--- config.mk ---
export PLATFORM = sky130hd
export DESIGN_NAME = trs_fifo
export DESIGN_NICKNAME = d
export VERILOG_FILES = /design/src/design/trs_pkg.sv /design/src/design/trs_fifo.sv
export SDC_FILE = /design/constraint.sdc
export NUM_CORES = 1
export LEC_CHECK = 0
export ABC_CLOCK_PERIOD_IN_PS = 19200
export CORE_AREA = 5 5 208 210
export CTS_CLUSTER_SIZE = 16
export DETAILED_ROUTE_END_ITERATION = 10
export DIE_AREA = 0 0 213 215
export DONT_BUFFER_PORTS = 1
export HOLD_SLACK_MARGIN = 0.12
export PLACE_DENSITY_LB_ADDON = 0.05
export SLEW_MARGIN = 10
export SYNTH_ARGS = -nofsm -noshare
export SYNTH_HDL_FRONTEND = slang
export SYNTH_SLANG_ARGS = --single-unit
--- constraint.sdc ---
create_clock -name clk -period 19.2 [get_ports clk]
set_input_delay 2.88 -clock clk [delete_from_list [all_inputs] [get_ports clk]]
set_output_delay 2.88 -clock clk [all_outputs]
set_load 0.1 [all_outputs]
--- src/design/trs_pkg.sv ---
// ----------------------------------------------------------------------------
// trs_pkg: shared types, constants and arithmetic helpers
// Fixed-point formats, angle reduction constants, series divisors and the
// rounding helpers used by the transform matrix builder.
// ----------------------------------------------------------------------------
package trs_pkg;

  // Trig values are signed Q1.TRIG_FRAC_BITS
  localparam int TRIG_FRAC_BITS = 16;
  localparam int TRIG_W         = TRIG_FRAC_BITS + 2;
  localparam int ROT_W          = TRIG_W + 1;

  // Taylor series depth and pipeline lengths
  localparam int SERIES_TERMS = 10;
  localparam int SC_LAT       = 4 * SERIES_TERMS - 1;
  localparam int BK_LAT       = SC_LAT + 4;

  // Queue between front and back
  localparam int FQ_DEPTH = 2;
  localparam int FQ_AW    = $clog2(FQ_DEPTH);

  // Angle reduction
  localparam int ANG_W = 23;
  localparam int RED_W = 25;
  localparam logic [RED_W-1:0] DEG360   = RED_W'(360 * 65536);
  localparam logic [RED_W-1:0] DEG90    = RED_W'(90 * 65536);
  localparam logic [RED_W-1:0] DEG180   = RED_W'(180 * 65536);
  localparam logic [RED_W-1:0] DEG270   = RED_W'(270 * 65536);
  localparam logic [7:0]       RECIP360 = 8'((64'd1 << 32) / 64'(360 * 65536));
  localparam logic [RED_W-1:0] WRAP_OFS = RED_W'((64'd1 << 31) % 64'(360 * 65536));

  // pi/180 in Q0.32 and one in Q30
  localparam logic [26:0] RAD_PER_DEG_Q32 = 27'd74961321;
  localparam logic [32:0] ONE_Q30         = 33'h0_4000_0000;
  localparam int          DIV_SHIFT       = 33;

  typedef logic signed [31:0]       q16_t;
  typedef logic [ANG_W-1:0]         ang_t;
  typedef logic [RED_W-1:0]         red_t;
  typedef logic signed [TRIG_W-1:0] trig_t;
  typedef logic signed [ROT_W-1:0]  rot_t;
  typedef logic [32:0]              term_t;
  typedef logic signed [33:0]       psum_t;
  typedef logic [30:0]              rad_t;

  typedef enum logic [1:0] {
    QUAD_0,
    QUAD_90,
    QUAD_180,
    QUAD_270
  } quad_t;

  typedef struct packed {
    q16_t x;
    q16_t y;
    q16_t z;
  } vec3_t;

  // Classified item: index 0 pitch, 1 yaw, 2 roll
  typedef struct packed {
    vec3_t           pos;
    vec3_t           scale;
    logic [2:0][1:0] quad;
    logic [2:0][ANG_W-1:0] ang;
  } item_t;

  typedef struct packed {
    trig_t sn;
    trig_t cs;
  } sincos_t;

  // Divisor of the cosine series step k
  function automatic int cos_div(int k);
    return (2 * k + 1) * (2 * k + 2);
  endfunction

  // Divisor of the sine series step k
  function automatic int sin_div(int k);
    return (2 * k + 2) * (2 * k + 3);
  endfunction

  // Product of two trig values, rounded half up
  function automatic trig_t tmul(trig_t a, trig_t b);
    logic signed [2*TRIG_W-1:0] p;
    p = (2*TRIG_W)'(a) * (2*TRIG_W)'(b)
        + ((2*TRIG_W)'(1) <<< (TRIG_FRAC_BITS - 1));
    return trig_t'(p >>> TRIG_FRAC_BITS);
  endfunction

  // Clamp a Q30 series sum to [0, 1] and round to Q1.F
  function automatic trig_t to_trig(psum_t v);
    psum_t c;
    psum_t r;
    if (v < 0) begin
      c = '0;
    end else if (v > psum_t'(ONE_Q30)) begin
      c = psum_t'(ONE_Q30);
    end else begin
      c = v;
    end
    r = (c + (psum_t'(1) <<< (29 - TRIG_FRAC_BITS))) >>> (30 - TRIG_FRAC_BITS);
    return trig_t'(r);
  endfunction

endpackage

--- src/design/trs_fifo.sv ---
// ----------------------------------------------------------------------------
// trs_fifo: short queue between front and back
// Flip-flop queue of classified items so each side can stall on its own.
// ----------------------------------------------------------------------------
module trs_fifo import trs_pkg::*; (
  input  logic  clk,
  input  logic  rst_n,
  input  logic  in_valid,
  output logic  in_ready,
  input  item_t in_item,
  output logic  out_valid,
  input  logic  out_ready,
  output item_t out_item
);

  item_t            mem_r [FQ_DEPTH];
  logic [FQ_AW-1:0] wr_ptr_r, rd_ptr_r;
  logic [FQ_AW:0]   cnt_r;
  logic             push, pop;

  assign in_ready  = (cnt_r != (FQ_AW+1)'(FQ_DEPTH));
  assign out_valid = (cnt_r != '0);
  assign out_item  = mem_r[rd_ptr_r];
  assign push      = in_valid && in_ready;
  assign pop       = out_valid && out_ready;

  // Pointers and fill count
  always_ff @(posedge clk) begin
    if (!rst_n) begin
      wr_ptr_r <= '0;
      rd_ptr_r <= '0;
      cnt_r    <= '0;
    end else begin
      if (push) begin
        wr_ptr_r <= (wr_ptr_r == FQ_AW'(FQ_DEPTH - 1)) ? '0 : wr_ptr_r + FQ_AW'(1);
      end
      if (pop) begin
        rd_ptr_r <= (rd_ptr_r == FQ_AW'(FQ_DEPTH - 1)) ? '0 : rd_ptr_r + FQ_AW'(1);
      end
      cnt_r <= cnt_r + (FQ_AW+1)'(push) - (FQ_AW+1)'(pop);
    end
  end

  // Store the item
  always_ff @(posedge clk) begin
    if (push) begin
      mem_r[wr_ptr_r] <= in_item;
    end
  end

endmodule

## After elaboration in Yosys (flattened, before gate mapping)

Memories as Yosys holds them, arrays and structs flattened. A register that Yosys moved wholly into a read port is not among the register bits.
Cells that the tools add are included.

| word-level totals | value |
|---|---|
| flip-flop bits (word level) | 4 |
| RAM bits | 534 |
| bits of input ports | 271 |
| output and inout bits | 269 |
| logic and storage cells | 18 |
| memories kept | 1 |

Memories:

| name | depth | width | rd ports | clocked after memory_dff | write ports | line | RTL |
|---|---|---|---|---|---|---|---|
| mem_r | 2 | 267 | 1 | 1 | 1 | trs_fifo.sv:16 | `item_t mem_r [FQ_DEPTH];` |

| operators by class | value |
|---|---|
| $add $sub $neg | 4 |
| equal/unequal tests | 1 |
| multiplexer cells | 6 |
| reduce and logical (&&, ||, !) cells | 3 |

Operator list:

| operator | number |
|---|---|
| 2-to-1 mux 1 bit | 6 |
| adder 1 bit (second input constant) | 2 |
| adder 2 x 1 -> 2 bit | 1 |
| logical AND 1 bit | 2 |
| inequality test 2 bit (second input constant) | 1 |
| nonzero test 2 bit | 1 |
| subtractor 2 x 1 -> 2 bit | 1 |

## Logic depth before layout (Yosys ltp)

| logic depth | value |
|---|---|
| depth in word-level cells | 4 |
| depth in mapped cells | 6 |
| gate-level depth less buffers | 6 |

## Worst setup path after synthesis

No wires, ideal clock.

| timing | value |
|---|---|
| path type | input port to flip-flop |
| from | in in_valid |
| to | mem mem_r[1][0] in the netlist's numbering (enable) |
| setup time | 0.664 ns |
| arrival | 9.009 ns |
| data required time | 18.536 ns |
| slack | 9.528 ns |
| stages | 1 |
| path buffers | 0 |
| cell sequence | and3_1 |

| on the way | value |
|---|---|
| longest elaborated chain between the ends | 3 |

RTL lines:

| what | line | RTL |
|---|---|---|
| from (decl) | trs_fifo.sv:8 | `input logic in_valid,` |
| logical AND 1 bit | trs_fifo.sv:24 | `assign push = in_valid && in_ready;` |
| 2-to-1 mux 1 bit | trs_fifo.sv:46 | `if (push) begin` |
| 2-to-1 mux 1 bit (not written as such) | trs_fifo.sv:47 | `mem_r[wr_ptr_r] <= in_item;` |
| to (decl) | trs_fifo.sv:16 |  |

Every way passes these cells.

==> results.tsv <==
stage	metric	value	unit
run_status	outcome	finished, final reports clean	
sta	fin_crit	6.59	ns
yosys	synth_fp_nets	1132	
sta	rsz0062_at_grt	no	
routing	drtIter0Drc	374	
setup_path	path_class	reg2out	
setup_path	worst_ep_required_time	16.32	ns
layout	layout-drive-gt1-share	38.4	%
sta	finalSetupViolCount	0	
routing	wl_per_cell	29.8	µm
grt	grt_antenna_before_repair	1	
floorplan	fp.dieW	213	µm
yosys	synth_cells	860	
floorplan	die_h	215	µm
placement	portBuffers	0	
sta	fin_skew	0.0139	ns
cts	clk_path_buf_depth	3	
cts	ctsHtreeMaxLevel	2	
sta	worstMarginPinSlew	1.19	ns
yosys	ys.warnings.count	0	
power_and_ir_drop	max-vdd-ir-drop	0.000101	V
yosys	ys_seq_elements	539	
yosys	synthArstFlopShare	0	%
layout	final_core_util	54.7	%
yosys	synth_most_common_cell	edfxtp_1	
setup_path	cp_max_fo	139	
cts	path_clk_slew	0.06	ns
power_and_ir_drop	p_per_area	179	nW/µm²
routing	vias	7981	
routing	drcViolationCount	0	
floorplan	start_util	49.5	%
cts	cts_resized	0	
cts	cts_inserted_buffers	52	
grt	grt_use_total	18.6	%
cts	hold_buffers	0	
yosys	synth_top_area_share	78.3	%
placement	preCtsSetupSlack	13.20	ns
cts	clock_latency	0.57	ns
cts	cts_setup_buffers	0	
sta	fmax	152	MHz
routing	avgViaCountPerCell	5.41	
grt	grt_pass1_vias	8564	
floorplan	io_pins	540	
layout	nFillCells	3005	
sta	drv_slew	0	
job	cap_violations	0	
sta	period_share	34.3	%
sta	fin_setup_tns	0	ns
yosys	synth_ff_type	edfxtp_1	
yosys	yosys-top-cells-count	edfxtp_1, mux2_4, mux2_2, buf_6, dfxtp_1	
cts	cts-root-buf	clkbuf_16	
yosys	synth_edf_count	534	
placement	placed_area	20900	µm²
power_and_ir_drop	total_leakage_power	7.76	nW
sta	timing.final.hold_violations	0	
worst_hold_path	hold_path.class	reg2reg	
grt	grt_pass1_wl	61.4	mm
layout	final_nets	1165	
routing	totalWireLength	43.9	mm
cts	tritoncts	done	
floorplan	std_cell_rows	75	
yosys	ys_seq_area_share	78.8	%
placement	hpwlAfterDp	31.5	mm
setup_path	cp-end-kind	output port	
routing	antenna_left	0	
yosys	synth_area	20500	µm²
setup_path	cp_data_arrival_time	3.71	ns
yosys	synth_largest_area_cell	edfxtp_1	
grt	grt_max_degree	140	
grt	gr-total-overflow	0	
routing	dr.pass1.iters	4	
cts	cts_sinks	539	
yosys	synth_cell_type_count	24	
layout	final_area	22600	µm²
floorplan	die-area	45800	µm²
sta	fin_ws	12.61	ns
yosys	yosys-top-cells-area	edfxtp_1, mux2_4, mux2_2	
setup_path	crit_path_start_kind	flip-flop	
placement	gp_congestion	0.819	
yosys	syn-mean-instance-area	23.8	µm²
floorplan	coreArea	41400	µm²
power_and_ir_drop	power	4.06	mW
layout	syn_to_final_growth	10.5	%
sta	slew_headroom	20.7	%
[flip-flops by register name (all words and copies together) (netlist names), named ones only]
| name | flops |
|---|---|
| cnt_r | 2 |
| mem_r | 534 |
| rd_ptr_r | 1 |
| wr_ptr_r | 1 |
[worst paths after layout]
check,startpoint,depth (start not counted),slack (ns),end
max,flip-flop,3,12.61,out_item[5]
min,rd_ptr_r,2,0.60,rd_ptr_r
max reg2reg,cnt_r[0],5,15.22,mem_r[1][193]
min reg2reg,rd_ptr_r,2,0.60,rd_ptr_r
[layer usage]
| metal | global-route usage, % | vias to the layer above | wire (µm) |
|---|---|---|---|
| met1 | 18.0 | 4011 | 13300 |
| met2 | 32.0 | 405 | 22600 |
| li1 | - | 3495 | - |
| met4 | 5.97 | 2 | 1110 |
| met5 | 0 | - | 19 |
| met3 | 12.2 | 68 | 6850 |
[critical path, stage by stage, from the launching register on]
cell and delay (ns):
dfxtp_4 0.69, buf_4 0.75, buf_12 0.67, mux2_2 0.69
[final cells by class]
class	count	area (µm²)	share of cell area, %
sequential	539	16100	71.3
tap	539	674	2.98
multi-input combinational	290	4030	17.8
inverter	1	11.3	0.0498
antenna	2	5.00	0.0221
clock buffer	60	1350	5.98
timing repair buffer	9	80.1	0.354
clock inverter	34	334	1.48
[where the power goes]
group | leakage [nW] | switching [mW] | internal (mW)
Sequential | 5.04 | 0.0386 | 1.43
Combinational | 1.89 | 1.31 | 0.270
Clock | 0.836 | 0.407 | 0.595
[per-stage QoR]
step                      instances  hold WS (ns)
after global routing           1472         0.646
after floorplan                 860         0.529
final                          1474         0.596
after detailed placement       1378         0.579
after CTS                      1472         0.598
after global placement         1378         0.576
[layout by cell type, fill, tap and decap left out]
cell | Yosys | final
and3_4 | 0 | 1
nand3_1 | 1 | 1
buf_12 | 0 | 1
mux2_2 | 37 | 37
and2_1 | 3 | 3
dfxtp_4 | 0 | 1
a21bo_2 | 2 | 2
mux2_4 | 230 | 230
bufinv_16 | 0 | 7
clkbuf_1 | 0 | 7
clkinv_2 | 0 | 15
nand2_1 | 1 | 1
inv_8 | 0 | 1
or2_2 | 1 | 1
a21boi_0 | 1 | 1
clkinvlp_4 | 0 | 1
mux2i_1 | 1 | 1
nand2b_1 | 2 | 2
nand3b_1 | 1 | 1
dfxtp_1 | 5 | 4
ha_1 | 1 | 1
diode_2 | 0 | 2
clkinv_1 | 0 | 11
a211oi_1 | 1 | 1
o21ai_0 | 2 | 2
edfxtp_1 | 534 | 534
clkbuf_16 | 0 | 53
a32oi_1 | 1 | 1
buf_4 | 0 | 8
nor2_1 | 2 | 2
nor2b_1 | 1 | 1
xnor2_1 | 1 | 1
[cell families after synthesis]
group	Yosys count	synth area share [%]
compound gates	7	0.263
xor+xnor	1	0.0428
fa+ha+maj	1	0.0611
buf+inv	31	1.58
flops	539	78.8
mux	268	18.9
simple gates	13	0.360
Power figures use the tool's default switching activity.
