**config.mk**
```make
export PLATFORM = sky130hd
export DESIGN_NAME = trs_front_flat
export DESIGN_NICKNAME = d
export VERILOG_FILES = /design/src/design/trs_pkg.sv /design/src/design/trs_if.sv /design/src/design/trs_front.sv /design/src/flat_wrapper.sv
export SDC_FILE = /design/constraint.sdc
export NUM_CORES = 1
export LEC_CHECK = 0
export BUFFER_PORTS_ARGS = -buffer_cell sky130_fd_sc_hd__buf_2
export CELL_PAD_IN_SITES_DETAIL_PLACEMENT = 1
export CELL_PAD_IN_SITES_GLOBAL_PLACEMENT = 1
export CORE_UTILIZATION = 30
export DETAILED_ROUTE_END_ITERATION = 6
export PLACE_DENSITY_LB_ADDON = 0.1
export REMOVE_ABC_BUFFERS = 1
export SYNTH_ARGS = -nofsm -noshare
export SYNTH_HDL_FRONTEND = slang
export SYNTH_SLANG_ARGS = --single-unit
```
**constraint.sdc**
```tcl
create_clock -name clk -period 32.4 [get_ports clk]
set_input_delay 0 -clock clk [delete_from_list [all_inputs] [get_ports clk]]
set_output_delay 0 -clock clk [all_outputs]
set_load 0.005 [all_outputs]
```
**src/design/trs_pkg.sv**
```systemverilog
// ----------------------------------------------------------------------------
// trs_pkg: shared types, constants and arithmetic helpers
// Fixed-point formats, angle reduction constants, series divisors and the
// rounding helpers used by the transform matrix builder.
// ----------------------------------------------------------------------------
package trs_pkg;

  // Trig values are signed Q1.TRIG_FRAC_BITS
  localparam int TRIG_FRAC_BITS = 16;
  localparam int TRIG_W         = TRIG_FRAC_BITS + 2;
  localparam int ROT_W          = TRIG_W + 1;

  // Taylor series depth and pipeline lengths
  localparam int SERIES_TERMS = 10;
  localparam int SC_LAT       = 4 * SERIES_TERMS - 1;
  localparam int BK_LAT       = SC_LAT + 4;

  // Queue between front and back
  localparam int FQ_DEPTH = 2;
  localparam int FQ_AW    = $clog2(FQ_DEPTH);

  // Angle reduction
  localparam int ANG_W = 23;
  localparam int RED_W = 25;
  localparam logic [RED_W-1:0] DEG360   = RED_W'(360 * 65536);
  localparam logic [RED_W-1:0] DEG90    = RED_W'(90 * 65536);
  localparam logic [RED_W-1:0] DEG180   = RED_W'(180 * 65536);
  localparam logic [RED_W-1:0] DEG270   = RED_W'(270 * 65536);
  localparam logic [7:0]       RECIP360 = 8'((64'd1 << 32) / 64'(360 * 65536));
  localparam logic [RED_W-1:0] WRAP_OFS = RED_W'((64'd1 << 31) % 64'(360 * 65536));

  // pi/180 in Q0.32 and one in Q30
  localparam logic [26:0] RAD_PER_DEG_Q32 = 27'd74961321;
  localparam logic [32:0] ONE_Q30         = 33'h0_4000_0000;
  localparam int          DIV_SHIFT       = 33;

  typedef logic signed [31:0]       q16_t;
  typedef logic [ANG_W-1:0]         ang_t;
  typedef logic [RED_W-1:0]         red_t;
  typedef logic signed [TRIG_W-1:0] trig_t;
  typedef logic signed [ROT_W-1:0]  rot_t;
  typedef logic [32:0]              term_t;
  typedef logic signed [33:0]       psum_t;
  typedef logic [30:0]              rad_t;

  typedef enum logic [1:0] {
    QUAD_0,
    QUAD_90,
    QUAD_180,
    QUAD_270
  } quad_t;

  typedef struct packed {
    q16_t x;
    q16_t y;
    q16_t z;
  } vec3_t;

  // Classified item: index 0 pitch, 1 yaw, 2 roll
  typedef struct packed {
    vec3_t           pos;
    vec3_t           scale;
    logic [2:0][1:0] quad;
    logic [2:0][ANG_W-1:0] ang;
  } item_t;

  typedef struct packed {
    trig_t sn;
    trig_t cs;
  } sincos_t;

  // Divisor of the cosine series step k
  function automatic int cos_div(int k);
    return (2 * k + 1) * (2 * k + 2);
  endfunction

  // Divisor of the sine series step k
  function automatic int sin_div(int k);
    return (2 * k + 2) * (2 * k + 3);
  endfunction

  // Product of two trig values, rounded half up
  function automatic trig_t tmul(trig_t a, trig_t b);
    logic signed [2*TRIG_W-1:0] p;
    p = (2*TRIG_W)'(a) * (2*TRIG_W)'(b)
        + ((2*TRIG_W)'(1) <<< (TRIG_FRAC_BITS - 1));
    return trig_t'(p >>> TRIG_FRAC_BITS);
  endfunction

  // Clamp a Q30 series sum to [0, 1] and round to Q1.F
  function automatic trig_t to_trig(psum_t v);
    psum_t c;
    psum_t r;
    if (v < 0) begin
      c = '0;
    end else if (v > psum_t'(ONE_Q30)) begin
      c = psum_t'(ONE_Q30);
    end else begin
      c = v;
    end
    r = (c + (psum_t'(1) <<< (29 - TRIG_FRAC_BITS))) >>> (30 - TRIG_FRAC_BITS);
    return trig_t'(r);
  endfunction

endpackage

```
**src/design/trs_if.sv**
```systemverilog
// ----------------------------------------------------------------------------
// trs_if: item channels of the transform matrix builder
// Input channel carries one transform, output channel one matrix.
// ----------------------------------------------------------------------------
interface trs_in_if;
  logic               valid;
  logic               ready;
  logic signed [31:0] pos_x;
  logic signed [31:0] pos_y;
  logic signed [31:0] pos_z;
  logic signed [31:0] pitch_deg;
  logic signed [31:0] yaw_deg;
  logic signed [31:0] roll_deg;
  logic signed [31:0] scale_x;
  logic signed [31:0] scale_y;
  logic signed [31:0] scale_z;

  modport source (
    output valid, pos_x, pos_y, pos_z, pitch_deg, yaw_deg, roll_deg,
           scale_x, scale_y, scale_z,
    input  ready
  );
  modport sink (
    input  valid, pos_x, pos_y, pos_z, pitch_deg, yaw_deg, roll_deg,
           scale_x, scale_y, scale_z,
    output ready
  );
endinterface


```
**src/design/trs_front.sv**
```systemverilog
// ----------------------------------------------------------------------------
// trs_front: input stage and angle classifier
// Reduces each angle modulo 360 degrees in two pipeline stages and splits it
// into a quadrant and an offset inside the quadrant.
// ----------------------------------------------------------------------------
module trs_front import trs_pkg::*; (
  input  logic   clk,
  input  logic   rst_n,
  trs_in_if.sink in_ch,
  output logic   push_valid,
  input  logic   push_ready,
  output item_t  push_item
);

  logic        adv;
  logic        va_r;
  logic        vb_r;
  vec3_t       pos_a_r, scl_a_r, pos_b_r, scl_b_r;
  logic [31:0] u_a_r  [3];
  logic [7:0]  qe_a_r [3];
  red_t        r_b_r  [3];

  q16_t        deg     [3];
  logic [31:0] u       [3];
  logic [39:0] qe_prod [3];
  logic [31:0] r0      [3];
  red_t        r1      [3];
  red_t        rw      [3];
  quad_t       qd      [3];

  // Advance while the last stage is empty or the queue takes its item
  assign adv         = !vb_r || push_ready;
  assign in_ch.ready = adv;
  assign push_valid  = vb_r;

  assign deg[0] = in_ch.pitch_deg;
  assign deg[1] = in_ch.yaw_deg;
  assign deg[2] = in_ch.roll_deg;

  // Bias to unsigned, estimate the quotient by 360 degrees and take the remainder
  always_comb begin
    for (int i = 0; i < 3; i++) begin
      u[i]       = {~deg[i][31], deg[i][30:0]};
      qe_prod[i] = 40'(u[i]) * 40'(RECIP360);
      r0[i]      = u_a_r[i] - 32'(qe_a_r[i]) * 32'(DEG360);
      r1[i]      = (r0[i] >= 32'(DEG360)) ? red_t'(r0[i] - 32'(DEG360)) : red_t'(r0[i]);
    end
  end

  // Remove the bias and split into quadrant and offset
  always_comb begin
    push_item.pos   = pos_b_r;
    push_item.scale = scl_b_r;
    for (int i = 0; i < 3; i++) begin
      rw[i] = (r_b_r[i] >= WRAP_OFS) ? r_b_r[i] - WRAP_OFS
                                     : r_b_r[i] + (DEG360 - WRAP_OFS);
      if (rw[i] >= DEG270) begin
        qd[i]            = QUAD_270;
        push_item.ang[i] = ang_t'(rw[i] - DEG270);
      end else if (rw[i] >= DEG180) begin
        qd[i]            = QUAD_180;
        push_item.ang[i] = ang_t'(rw[i] - DEG180);
      end else if (rw[i] >= DEG90) begin
        qd[i]            = QUAD_90;
        push_item.ang[i] = ang_t'(rw[i] - DEG90);
      end else begin
        qd[i]            = QUAD_0;
        push_item.ang[i] = ang_t'(rw[i]);
      end
      push_item.quad[i] = qd[i];
    end
  end

  // Stage valid bits
  always_ff @(posedge clk) begin
    if (!rst_n) begin
      va_r <= 1'b0;
      vb_r <= 1'b0;
    end else if (adv) begin
      va_r <= in_ch.valid;
      vb_r <= va_r;
    end
  end

  // Stage payload
  always_ff @(posedge clk) begin
    if (adv) begin
      pos_a_r <= '{x: in_ch.pos_x, y: in_ch.pos_y, z: in_ch.pos_z};
      scl_a_r <= '{x: in_ch.scale_x, y: in_ch.scale_y, z: in_ch.scale_z};
      pos_b_r <= pos_a_r;
      scl_b_r <= scl_a_r;
      for (int i = 0; i < 3; i++) begin
        u_a_r[i]  <= u[i];
        qe_a_r[i] <= qe_prod[i][39:32];
        r_b_r[i]  <= r1[i];
      end
    end
  end

endmodule

```
**src/flat_wrapper.sv**
```systemverilog
// flat-port wrapper written by rule: the top's interface ports become plain ports
module trs_front_flat import trs_pkg::*;
  (clk, rst_n, push_valid, push_ready, push_item, in_ch_valid, in_ch_pos_x, in_ch_pos_y, in_ch_pos_z, in_ch_pitch_deg, in_ch_yaw_deg, in_ch_roll_deg, in_ch_scale_x, in_ch_scale_y, in_ch_scale_z, in_ch_ready);
  trs_in_if in_ch_i ();
  input  logic clk;
  input  logic rst_n;
  output logic push_valid;
  input  logic push_ready;
  output item_t push_item;
  input wire logic [$bits(in_ch_i.valid)-1:0] in_ch_valid;
  input wire logic [$bits(in_ch_i.pos_x)-1:0] in_ch_pos_x;
  input wire logic [$bits(in_ch_i.pos_y)-1:0] in_ch_pos_y;
  input wire logic [$bits(in_ch_i.pos_z)-1:0] in_ch_pos_z;
  input wire logic [$bits(in_ch_i.pitch_deg)-1:0] in_ch_pitch_deg;
  input wire logic [$bits(in_ch_i.yaw_deg)-1:0] in_ch_yaw_deg;
  input wire logic [$bits(in_ch_i.roll_deg)-1:0] in_ch_roll_deg;
  input wire logic [$bits(in_ch_i.scale_x)-1:0] in_ch_scale_x;
  input wire logic [$bits(in_ch_i.scale_y)-1:0] in_ch_scale_y;
  input wire logic [$bits(in_ch_i.scale_z)-1:0] in_ch_scale_z;
  output wire logic [$bits(in_ch_i.ready)-1:0] in_ch_ready;
  assign in_ch_i.valid = in_ch_valid;
  assign in_ch_i.pos_x = in_ch_pos_x;
  assign in_ch_i.pos_y = in_ch_pos_y;
  assign in_ch_i.pos_z = in_ch_pos_z;
  assign in_ch_i.pitch_deg = in_ch_pitch_deg;
  assign in_ch_i.yaw_deg = in_ch_yaw_deg;
  assign in_ch_i.roll_deg = in_ch_roll_deg;
  assign in_ch_i.scale_x = in_ch_scale_x;
  assign in_ch_i.scale_y = in_ch_scale_y;
  assign in_ch_i.scale_z = in_ch_scale_z;
  assign in_ch_ready = in_ch_i.ready;
  trs_front u_core (.clk(clk), .rst_n(rst_n), .in_ch(in_ch_i), .push_valid(push_valid), .push_ready(push_ready), .push_item(push_item));
endmodule
```
* Word level (Yosys, flattened, before mapping)
Memory sizes are Yosys's and may differ from the RTL's. Index checks and enable logic that the tools add are counted.
Word-level totals: register bits 386, RAM bits 195, input port bits 292, output and inout bits 269, word-level logic and storage cells 90, memories kept 3
Cells by class: add/sub/neg operators 21, $mul 6, magnitude comparators 15, muxes and demuxes 26, bitwise logic cells 3, reduce and logical (&&, ||, !) cells 2
Memories:
- u_core.u_a_r | depth 3, width 32, read ports 3, clocked after memory_dff 0, write ports 3, line trs_front.sv:19 | logic [31:0] u_a_r [3];
- u_core.r_b_r | depth 3, width 25, read ports 3, clocked after memory_dff 0, write ports 3, line trs_front.sv:21 | red_t r_b_r [3];
- u_core.qe_a_r | depth 3, width 8, read ports 3, clocked after memory_dff 0, write ports 3, line trs_front.sv:20 | logic [7:0] qe_a_r [3];
Operator list (number):
- 2-to-1 mux 23 bit | 9
- 2-to-1 mux 25 bit | 6
- multiplier 32 x 7 -> 39 bit (second input constant) | 3
- greater-or-equal comparator 32 x 25 -> 1 bit (second input constant) | 3
- subtractor 32 bit | 3
- adder 25 bit (second input constant) | 3
- greater-or-equal comparator 25 x 20 -> 1 bit (second input constant) | 3
- greater-or-equal comparator 25 x 23 -> 1 bit (second input constant) | 3
- greater-or-equal comparator 25 x 24 -> 1 bit (second input constant) | 3
- greater-or-equal comparator 25 bit (second input constant) | 3
- subtractor 25 x 20 -> 25 bit (second input constant) | 3
- subtractor 25 bit (second input constant) | 3
- subtractor 23 x 20 -> 23 bit (second input constant) | 3
- subtractor 23 x 22 -> 23 bit (second input constant) | 3
- subtractor 23 bit (second input constant) | 3
- multiplier 8 x 6 -> 13 bit (second input constant) | 3
- 2-to-1 mux 2 bit | 6
- 2-to-1 mux 1 bit | 5
- inverter 1 bit | 3
- logical NOT 1 bit | 1
- logical OR 1 bit | 1

* Logic depth before layout (Yosys ltp)
Gate-level depths: netlist (run 1). An unclocked memory read counts as a cell.
word-level depth 7, depth in mapped cells 24, gate-level depth less buffers 24

* Least setup slack after synthesis (run 1)
No wires, ideal clock.
path type input -> register, start point input port push_ready, end point register u_core.vb_r (netlist: u_core.push_valid), library setup time 730 ps, arrival 14981 ps, data required time 31670 ps, setup slack 16689 ps, cell stages on the path 2, buffers on the path 0, path through nand2b_1 -> a21boi_0
On the way: cells in the longest elaborated chain, start to end 1
Ends and longest elaborated chain:
- start, declared | line flat_wrapper.sv:8 | input logic push_ready;
- logical OR 1 bit | line trs_front.sv:32 | assign adv = !vb_r || push_ready;
- end signal, assigned | line trs_front.sv:81 | vb_r <= va_r;
- end, declared | line trs_front.sv:17 | logic vb_r;
Every way passes these cells. A chain may end at the register's enable or synchronous reset.

==> summary.md, run 1 <==
- 119,000 um2 — full die area
- 0 — Detail Route Antenna Nets
- 0.495 — portion of the post-synthesis area used by sequential elements
- 5870 ps — clock period minus worst slack
- sky130_fd_sc_hd__a21oi_1 — Critical Path Most Common Cell
- 0 — number of setup violations in the final report
- 44,800 um2 — post-route standard cell area excluding fillers
- 0 — final slew viol count
- 0 — overflow left after global routing
- 4.48 — DR vias/cell
- 0 ps — setup TNS
- sky130_fd_sc_hd__edfxtp_1 (579), sky130_fd_sc_hd__buf_2 (560), sky130_fd_sc_hd__inv_1 (445), sky130_fd_sc_hd__ha_1 (382), sky130_fd_sc_hd__dlygate4sd3_1 (294) — commonest cells after routing, fill and taps aside
- 13.8 um2 — Mapped Avg Cell Area
- 26,530 ps — minimum setup slack in the final design
- 24 — Worst Reg-to-Reg Cells
- 4,389 — net total in the final layout
- 0.150 — Total Routing Usage GR
- 5 — number of search-and-repair iterations in the first detailed-routing pass
- 581 — total of flip-flops plus latches after synthesis
- 174 — largest net degree at the start of global routing
- in_ch_scale_x[6] — startpoint of the most critical hold path
- 60 ps — clock transition time at the flip-flop clock pins of the worst setup and hold paths
- 71,500 um — sum of net half-perimeters after detailed placement
- 581 — clock sink count
- 820 ps — slowest stage delay, CP
- 345 um — Chip Height
- sky130_fd_sc_hd__nor4_1 — cell with the largest stage delay on the worst path
- register — kind of capture point of the worst setup path
- 25,100 — vias in the first global route
- 0.303 — Initial Utilization
- 0 — # resized after CTS
- 90,100 um — drt total wl
- 345 um — DIE WIDTH
- ha_1, ha_1, inv_1, fa_1, inv_1, ha_1, a21o_1, a21oi_1, o21bai_1, a21oi_1, o21bai_1, a21oi_1, xor2_1, ha_1, inv_1, o21ai_0, a211oi_1, a21oi_1, nor2_1, a31oi_1, a211o_1, nor4_1, a21oi_1, xor2_1 — cell breakdown of the critical path
- register — critical path launch point type
- 26,480 ps — Placement Setup Slack
- 0.285 — Slew Limit Headroom
- sky130_fd_sc_hd__clkbuf_16 — root buffer cell
- 3 — number of H-tree branching levels
- 116,000 um2 — placeable core region
- 140,000 um — first-pass GRT wire length
- 76 — library cells used by synthesis
- 3 — Max Root-Sink Buffers
- 26,530 ps — flop2flop setup slack
- 0 — Yosys warnings
- 70 — number of CTS-inserted buffers
- 38.0 ps — worst-case clock skew
- 32,770 ps — worst path required time
- 2 — hold-critical path depth
- 561 — Top Ports
- 560 — I/O Buffers
- done — TritonCTS clock tree
- 125 — number of standard-cell rows in the floorplan
- in -> reg — kind of path behind the tightest hold check
- 0 — Max-Cap Viols
- 3 — initial antenna violation count
- 0.197 — ratio of cells with drive above 1 in the final layout
- 0 — Post-route DRC
- 0.181 — ratio of final minimum period to clock period
- 640 ps — clock latency reported for the late side of the worst-skew pair
- 35,200 um2 — Post-Synthesis Cell Area
- 27.4% — area overhead of the layout relative to synthesis
- 579 — number of flops mapped to enable cells by yosys
- u_core.r_b_r[0][23] — worst r2r dst
- reg -> reg — type of the setup path with the least slack
- 22,400 — via count
- 18.0 um — detailed-route wire length per cell
- u_core.qe_a_r[0][0] — startpoint of the worst-slack reg-to-reg timing path
- u_core.scl_a_r[70] — Endpoint, Worst Hold
- 1060 ps — transition at the pin with the smallest max-transition slack
- 0.797 — weighted congestion at the end of routability-driven global placement
- false — unrepaired setup endpoints after global routing
- 829 — Initial DRC Count
- 12,400 — filler instances
- 2,552 — synthesized netlist cell count
- 6240 ps — critical path arrival
- 0 — number of hold violations in the final report
- 39,600 um2 — instance area at placement
- 0 — share of flip-flops with an asynchronous set or reset after synthesis
- completed — outcome
- sky130_fd_sc_hd__edfxtp_1 — top_reg_cell synth
- 170 MHz — highest clock frequency the design can meet
- sky130_fd_sc_hd__edfxtp_1 — most frequent standard cell in the layout excluding fill and tap cells
- 7 — Max FO, Critical Path
-- repair_timing --
item / 4_1_cts / 5_1_grt
hold buffers: 294 / 0
hold endpoints to repair: 293 / 0
setup buffers: 0 / 0
-- per-layer routing --
| metal | GRT usage | routed length (um) | up-vias |
|---|---|---|---|
| met2 | 0.272 | 46500 | 424 |
| met1 | 0.182 | 37800 | 11200 |
| met5 | 0 | 8 | - |
| met3 | 0.0246 | 3740 | 118 |
| li1 | - | - | 10700 |
| met4 | 0.0447 | 2080 | 2 |
-- critical path, delay by kind of cell (launching register included) --
kind | cells | cell delay (ps)
buffers and inverters | 3 | 270
AOI/OAI and AO/OA | 12 | 1870
and+or+nand+nor | 2 | 910
adders and majority gates | 5 | 1700
DFF | 1 | 460
xor gates and xnor gates | 2 | 370
-- worst max path at each step --
stage	start	slack (ps)	end
floorplan	push_ready	16690	u_core.push_valid
global placement	u_core.qe_a_r[0][0]	26660	u_core.r_b_r[0][23]
detailed placement	u_core.qe_a_r[0][0]	26480	u_core.r_b_r[0][23]
CTS	u_core.qe_a_r[0][0]	26410	u_core.r_b_r[0][23]
global route	u_core.qe_a_r[0][0]	25940	u_core.r_b_r[0][23]
finish	u_core.qe_a_r[0][0]	26530	u_core.r_b_r[0][23]
-- layout make-up --
type | instances | area [um2] | share of cell area
Clock buffer | 88 | 1870 | 0.0417
Inverter | 446 | 1680 | 0.0374
Clock inverter | 40 | 442 | 0.00985
Tap cell | 1524 | 1910 | 0.0425
Timing Repair Buffer | 860 | 5800 | 0.129
Multi-Input combinational cell | 1471 | 15700 | 0.350
Sequential cell | 581 | 17400 | 0.389
Antenna cell | 2 | 5.00 | 0.000112
-- sequential cells by signal (all words and copies together) (netlist names) --
name               count
u_core.push_item     192
u_core.pos_a_r        96
u_core.scl_a_r        96
u_core.u_a_r          96
u_core.r_b_r          75
u_core.qe_a_r         24
u_core.push_valid      1
u_core.va_r            1
-- metrics by stage --
step | utilization | hold slack (ps) | instances
detailed placement | 0.341 | 178 | 4588
floorplan | - | 98.9 | 2498
global route | 0.386 | 31.8 | 5012
finish | 0.386 | 71.6 | 5012
CTS | 0.386 | 0.457 | 5010
global placement | 0.341 | 178 | 4588
-- cell families (layout without fill, tap and decap cells) --
group / Yosys count / count (layout) / synth area share
AO/OA/AOI/OAI: 384 / 384 / 0.0725
XOR/XNOR: 121 / 121 / 0.0301
adder cells (fa/ha/maj): 667 / 667 / 0.298
buffers and inverters: 500 / 1434 / 0.0589
flip-flops: 581 / 581 / 0.495
multiplexers: 14 / 14 / 0.00412
other: 0 / 2 / 0
AND/OR/NAND/NOR: 285 / 285 / 0.0413
-- cells in the mapped netlist (all sizes together) (11+ instances only) --
master,instances,share of area
o21bai,17,0.0036
a211oi,16,0.0034
buf,54,0.011
xor2,40,0.010
nor2,72,0.0077
nor2b,19,0.0034
nor3,25,0.0038
a31oi,15,0.0028
inv,446,0.048
edfxtp,579,0.49
nand2,67,0.0074
o21a,11,0.0023
nand3,19,0.0027
a21oi,113,0.016
o21ai,62,0.0090
ha,382,0.14
mux2i,13,0.0037
xnor2,81,0.020
a21o,58,0.012
nor4,16,0.0030
fa,285,0.16
nand4,11,0.0020
Power of run 1 is not shown: default switching activity piles up to over one toggle a cycle in this logic, so the estimate is an artifact.
==> run 2: changes to the inputs <==
==> constraint.sdc (replaced) <==
create_clock -name clk -period 5.4 [get_ports clk]
set_input_delay 0 -clock clk [delete_from_list [all_inputs] [get_ports clk]]
set_output_delay 0 -clock clk [all_outputs]
set_load 0.005 [all_outputs]
==> summary.md, run 2 (synthesis gave the netlist of run 1 again) <==
- completed — outcome
- 581 — clock sink count, unchanged
- 119,000 um2 — full die area, unchanged
- 192 — number of flip-flops in the largest register, unchanged
- 0.303 — Initial Utilization, unchanged
- 0 — Post-route DRC, unchanged
- 0 ps — setup TNS, unchanged
- 4.46 — DR vias/cell, -0.43%
- 21 — Worst Reg-to-Reg Cells, -13%
- 0 — number of setup violations in the final report, unchanged
- 5470 ps — critical path arrival, -770 ps
- 2 — hold-critical path depth, unchanged
- 490 ps — slowest stage delay, CP, -330 ps
- 4 — Max FO, Critical Path, -3
- register — critical path launch point type
- 18.0 um — detailed-route wire length per cell, about the same
- 60 ps — clock transition time at the flip-flop clock pins of the worst setup and hold paths, about the same
- 3 — number of H-tree branching levels, unchanged
- 0 — overflow left after global routing, unchanged
- 3 — Max Root-Sink Buffers, unchanged
- 0.787 — weighted congestion at the end of routability-driven global placement, -1.3%
- sky130_fd_sc_hd__edfxtp_1 — cell with the largest stage delay on the worst path
- 0.152 — Total Routing Usage GR, +0.00159
- 72 — number of CTS-inserted buffers, +2.9%
- 863 — Initial DRC Count, +4.1%
- false — unrepaired setup endpoints after global routing
- 125 — number of standard-cell rows in the floorplan, unchanged
- 5760 ps — worst path required time, -27,010 ps
- 4 — number of search-and-repair iterations in the first detailed-routing pass, -1
- register — kind of capture point of the worst setup path
- 0.283 — Slew Limit Headroom, -0.00160
- 30.9 ps — worst-case clock skew, -7.09 ps
- adder cells — Crit path max-delay family
- 0.211 — ratio of cells with drive above 1 in the final layout, +0.0137
- 4,412 — net total in the final layout, +0.52%
- sky130_fd_sc_hd__clkbuf_16 — root buffer cell
- 1080 ps — transition at the pin with the smallest max-transition slack, +16.8 ps
- 196 MHz — highest clock frequency the design can meet, +15%
- in -> reg — kind of path behind the tightest hold check
- 25,300 — vias in the first global route, +0.80%
- sky130_fd_sc_hd__ha_1 — Critical Path Most Common Cell
- 141,000 um — first-pass GRT wire length, +0.75%
- 0 — Detail Route Antenna Nets, unchanged
- 71,600 um — sum of net half-perimeters after detailed placement, about the same
- 560 — I/O Buffers, unchanged
- reg -> reg — type of the setup path with the least slack
- 630 ps — clock latency reported for the late side of the worst-skew pair, about the same
- 5110 ps — clock period minus worst slack, -762 ps
- done — TritonCTS clock tree
- 122 — largest net degree at the start of global routing, -30%
- 345 um — Chip Height, unchanged
- 21 — total number of cells along the worst setup path, -13%
- 4 — initial antenna violation count, +1
- 0 — final slew viol count, unchanged
- sky130_fd_sc_hd__edfxtp_1 — most frequent standard cell in the layout excluding fill and tap cells
- 0.946 — ratio of final minimum period to clock period, +0.765
- 22,500 — via count, +0.12%
- 345 um — DIE WIDTH, unchanged
- 1 — Critical path buffers and inverters, -2
- 116,000 um2 — placeable core region, unchanged
- 561 — Top Ports, unchanged
- ha_4, ha_1, fa_1, ha_2, fa_2, a21o_1, a21oi_2, nor2b_1, o21a_1, nor2_1, xor2_1, ha_1, and3_1, and2_1, a21oi_1, mux2i_1, nor4b_2, o2111ai_2, buf_4, nand2_1, xnor2_1 — cell breakdown of the critical path
- 90,700 um — drt total wl, +0.65%
- sky130_fd_sc_hd__edfxtp_1 (579), sky130_fd_sc_hd__buf_2 (560), sky130_fd_sc_hd__inv_1 (444), sky130_fd_sc_hd__ha_1 (371), sky130_fd_sc_hd__dlygate4sd3_1 (290) — commonest cells after routing, fill and taps aside
- 28.4% — area overhead of the layout relative to synthesis
- 0 — number of hold violations in the final report, unchanged
- 0 — Max-Cap Viols, unchanged
## run 2: changes by cell type in the layout (fill, tap and decap cells not counted), moves of 6 or more
cell,delta
sky130_fd_sc_hd__a21oi_1,-6
sky130_fd_sc_hd__a21oi_2,+6
sky130_fd_sc_hd__buf_4,+23
sky130_fd_sc_hd__ha_1,-11
sky130_fd_sc_hd__ha_4,+8
sky130_fd_sc_hd__inv_6,+6
## run 2: timing repair
item / 4_1_cts / 5_1_grt
cloned: 0 / 0
pin swaps: 0 / 12
setup buffers: 2 / 13
hold endpoints to repair: 293 / 0
hold buffers: 290 / 0
setup endpoints to repair: 8 / 17
resized for setup: 3 / 23
## run 2: layout make-up
type	instances	area (um2)
multi-input cells	1471	15900
flip-flops and latches	581	17400
repair buffers	881	5980
fillers	12300	71000
clock buffers	81	1840
well taps	1524	1910
diodes	5	12.5
clock inverters	51	469
inverters	446	1680
## run 2: worst reg2reg max path, stage by stage (launching register included)
cell,delay [ps]
sky130_fd_sc_hd__edfxtp_1,490
sky130_fd_sc_hd__ha_4,260
sky130_fd_sc_hd__ha_1,300
sky130_fd_sc_hd__fa_1,490
sky130_fd_sc_hd__ha_2,210
sky130_fd_sc_hd__fa_2,360
sky130_fd_sc_hd__a21o_1,200
sky130_fd_sc_hd__a21oi_2,140
sky130_fd_sc_hd__nor2b_1,60
sky130_fd_sc_hd__o21a_1,180
sky130_fd_sc_hd__nor2_1,120
sky130_fd_sc_hd__xor2_1,180
sky130_fd_sc_hd__ha_1,290
sky130_fd_sc_hd__and3_1,210
sky130_fd_sc_hd__and2_1,170
sky130_fd_sc_hd__a21oi_1,150
sky130_fd_sc_hd__mux2i_1,100
sky130_fd_sc_hd__nor4b_2,370
sky130_fd_sc_hd__o2111ai_2,220
sky130_fd_sc_hd__buf_4,220
sky130_fd_sc_hd__nand2_1,80
sky130_fd_sc_hd__xnor2_1,60
## run 2: through the flow
step           utilization  setup slack (ps)  hold slack, ps  cell area, um2  cells
6_report             0.389               289            80.4           45200   5040
5_1_grt              0.389              5.51            33.5           45200   5038
4_1_cts              0.386              7.96            11.8           44900   5022
3_5_place_dp         0.341             -62.6             179           39700   4598
3_3_place_gp         0.341               117             177           39700   4598
2_1_floorplan            -            -10310            98.9           34800   2498
## run 2: path summary, 6_finish.rpt
kind | start | to | slack [ps]
setup / recovery | u_core.qe_a_r[0][18] | u_core.r_b_r[0][72] | 290
setup reg to reg | u_core.qe_a_r[0][18] | u_core.r_b_r[0][72] | 290
hold reg to reg | u_core.scl_a_r[95] | u_core.push_item[170] | 400
hold / removal | in_ch_pos_x[27] | u_core.pos_a_r[91] | 80
## run 2: routing by layer
layer  global-route usage  up-vias  wire (um)
met3               0.0250       99       3750
met5                    0        -          0
li1                     -    10800          -
met1                0.186    11200      38200
met4               0.0395        0       1710
met2                0.275      387      47000
Power of run 2 is left out for the same reason.
==> run 3: changes to the inputs <==
==> constraint.sdc (replaced) <==
create_clock -name clk -period 5.4 [get_ports clk]
set_input_delay 0.54 -clock clk [delete_from_list [all_inputs] [get_ports clk]]
set_output_delay 0.54 -clock clk [all_outputs]
set_load 0.005 [all_outputs]
==> summary.md, run 3 (synthesis gave the netlist of run 1 again) <==
- 72,800 um — sum of net half-perimeters after detailed placement, +1.7%
- 89,400 um — drt total wl, -1.5%
- 15 — initial antenna violation count, +11
- 12,400 — filler instances, +0.28%
- 60 ps — clock transition time at the flip-flop clock pins of the worst setup and hold paths, about the same
- 4 — number of search-and-repair iterations in the first detailed-routing pass, unchanged
- in -> reg — kind of path behind the tightest hold check
- 0 — overflow left after global routing, unchanged
- 33.2 ps — worst-case clock skew, +2.34 ps
- completed — outcome
- 0 — Detail Route Antenna Nets, unchanged
- 0 — final slew viol count, unchanged
- 193 MHz — highest clock frequency the design can meet, -1.2%
- 17,400 um2 — register area, unchanged
- 4,135 — net total in the final layout, -6.3%
- 0 — number of hold violations in the final report, unchanged
- 0.150 — Total Routing Usage GR, -0.00192
- register — kind of capture point of the worst setup path
- 345 um — DIE WIDTH, unchanged
- 24,000 — vias in the first global route, -5.3%
- 15,800 um2 — area of the multi-input gates, -0.61%
- 20.2% — area overhead of the layout relative to synthesis
- 226 ps — minimum setup slack in the final design, -63.1 ps
- sky130_fd_sc_hd__edfxtp_1 (579), sky130_fd_sc_hd__buf_2 (560), sky130_fd_sc_hd__inv_1 (445), sky130_fd_sc_hd__ha_1 (378), sky130_fd_sc_hd__fa_1 (284) — commonest cells after routing, fill and taps aside
- 0.304 — Slew Limit Headroom, +0.0207
- 560 — I/O Buffers, unchanged
- 4.49 — DR vias/cell, +0.80%
- 5550 ps — critical path arrival, +80 ps
- 70 — number of CTS-inserted buffers, -2.8%
- 125 — number of standard-cell rows in the floorplan, unchanged
- 42,300 um2 — post-route standard cell area excluding fillers, -6.3%
- 7 — Max FO, Critical Path, +3
- 0.860 — weighted congestion at the end of routability-driven global placement, +9.3%
- 138,000 um — first-pass GRT wire length, -2.4%
- 0.303 — Initial Utilization, unchanged
- 0.229 — ratio of cells with drive above 1 in the final layout, +0.0179
- 0 — Post-route DRC, unchanged
- 0 — Max-Cap Viols, unchanged
- reg -> reg — type of the setup path with the least slack
- 345 um — Chip Height, unchanged
- 918 — Initial DRC Count, +6.4%
- 116,000 um2 — placeable core region, unchanged
- 3 — number of H-tree branching levels, unchanged
- sky130_fd_sc_hd__edfxtp_1 — most frequent standard cell in the layout excluding fill and tap cells
- 39,900 um2 — instance area at placement, +0.49%
- 163 — largest net degree at the start of global routing, +34%
- 650 ps — clock latency reported for the late side of the worst-skew pair, +20 ps
- -398 ps — Placement Setup Slack, -335 ps
- 119,000 um2 — full die area, unchanged
- 192 — number of flip-flops in the largest register, unchanged
- 5170 ps — clock period minus worst slack, +63.1 ps
- sky130_fd_sc_hd__clkbuf_16 — root buffer cell
- done — TritonCTS clock tree
- 0.958 — ratio of final minimum period to clock period, +0.0117
- 5780 ps — worst path required time, +20 ps
- 581 — clock sink count, unchanged
- 21,400 — via count, -4.9%
- 1040 ps — transition at the pin with the smallest max-transition slack, -38.5 ps
- 18.8 um — detailed-route wire length per cell, +4.4%
- 561 — Top Ports, unchanged
- 0 — number of setup violations in the final report, unchanged
- register — critical path launch point type
- 3 — Max Root-Sink Buffers, unchanged
==> run 3: changes by cell type in the layout (fill, tap and decap cells not counted), moves of 6 or more <==
cell | previous run | this run
sky130_fd_sc_hd__buf_4 | 28 | 40
sky130_fd_sc_hd__ha_4 | 8 | 1
sky130_fd_sc_hd__ha_1 | 371 | 378
sky130_fd_sc_hd__inv_6 | 7 | 1
sky130_fd_sc_hd__dlygate4sd3_1 | 290 | 2
sky130_fd_sc_hd__clkinv_1 | 19 | 13
==> run 3: layout make-up <==
cell class | count | share of cell area
diodes | 5 | 0.000296
repair buffers | 606 | 0.0757
well taps | 1524 | 0.0451
clock buffers | 83 | 0.0426
flip-flops and latches | 581 | 0.412
clock inverters | 41 | 0.0120
inverters | 446 | 0.0396
multi-input cells | 1471 | 0.373
==> run 3: repair_timing <==
action	in CTS	in global routing
hold endpoints to repair	2	0
setup buffers	0	4
endpoints found under the setup margin	0	21
gates resized for setup	0	17
hold buffers	2	0
==> run 3: worst paths after layout <==
kind                                           from                     to  slack (ps)  cells after the start
worst max-delay path            u_core.qe_a_r[0][2]    u_core.r_b_r[0][23]         230                     20
worst min-delay path                 in_ch_pos_x[9]     u_core.pos_a_r[73]          60                      1
worst max register to register  u_core.qe_a_r[0][2]    u_core.r_b_r[0][23]         230                     20
worst min register to register   u_core.scl_a_r[30]  u_core.push_item[105]         400                      0
==> run 3: worst max-delay path: stages (launching register included) <==
cell,delay [ps]
sky130_fd_sc_hd__edfxtp_1,420
sky130_fd_sc_hd__ha_1,350
sky130_fd_sc_hd__ha_1,320
sky130_fd_sc_hd__fa_1,490
sky130_fd_sc_hd__ha_1,240
sky130_fd_sc_hd__fa_1,410
sky130_fd_sc_hd__a21o_1,200
sky130_fd_sc_hd__a21oi_1,230
sky130_fd_sc_hd__o21bai_1,90
sky130_fd_sc_hd__a21oi_1,210
sky130_fd_sc_hd__xor2_1,190
sky130_fd_sc_hd__ha_2,340
sky130_fd_sc_hd__a211oi_1,240
sky130_fd_sc_hd__a21oi_1,60
sky130_fd_sc_hd__nor2_1,90
sky130_fd_sc_hd__a31oi_1,70
sky130_fd_sc_hd__a211o_1,300
sky130_fd_sc_hd__nor4_2,250
sky130_fd_sc_hd__buf_4,180
sky130_fd_sc_hd__a21oi_1,50
sky130_fd_sc_hd__xor2_1,150
==> run 3: stage by stage <==
stage	util	hold slack (ps)	TNS, ps	cells
global route	0.364	12.6	-41.1	4755
finish	0.364	62.6	0	4757
CTS	0.363	0.472	0	4748
floorplan	-	400	-5859260	2498
detailed placement	0.343	405	-1440	4622
global placement	0.343	400	-1580	4622
==> run 3: metal layers <==
layer	GRT usage	vias to the layer above	part of all wire	wire length (um)
li1	-	10200	-	-
met1	0.180	10600	0.41	36700
met2	0.271	397	0.52	46300
met3	0.0280	128	0.047	4160
met4	0.0442	12	0.024	2110
met5	0	-	0.00091	81
Power of run 3 is left out for the same reason.
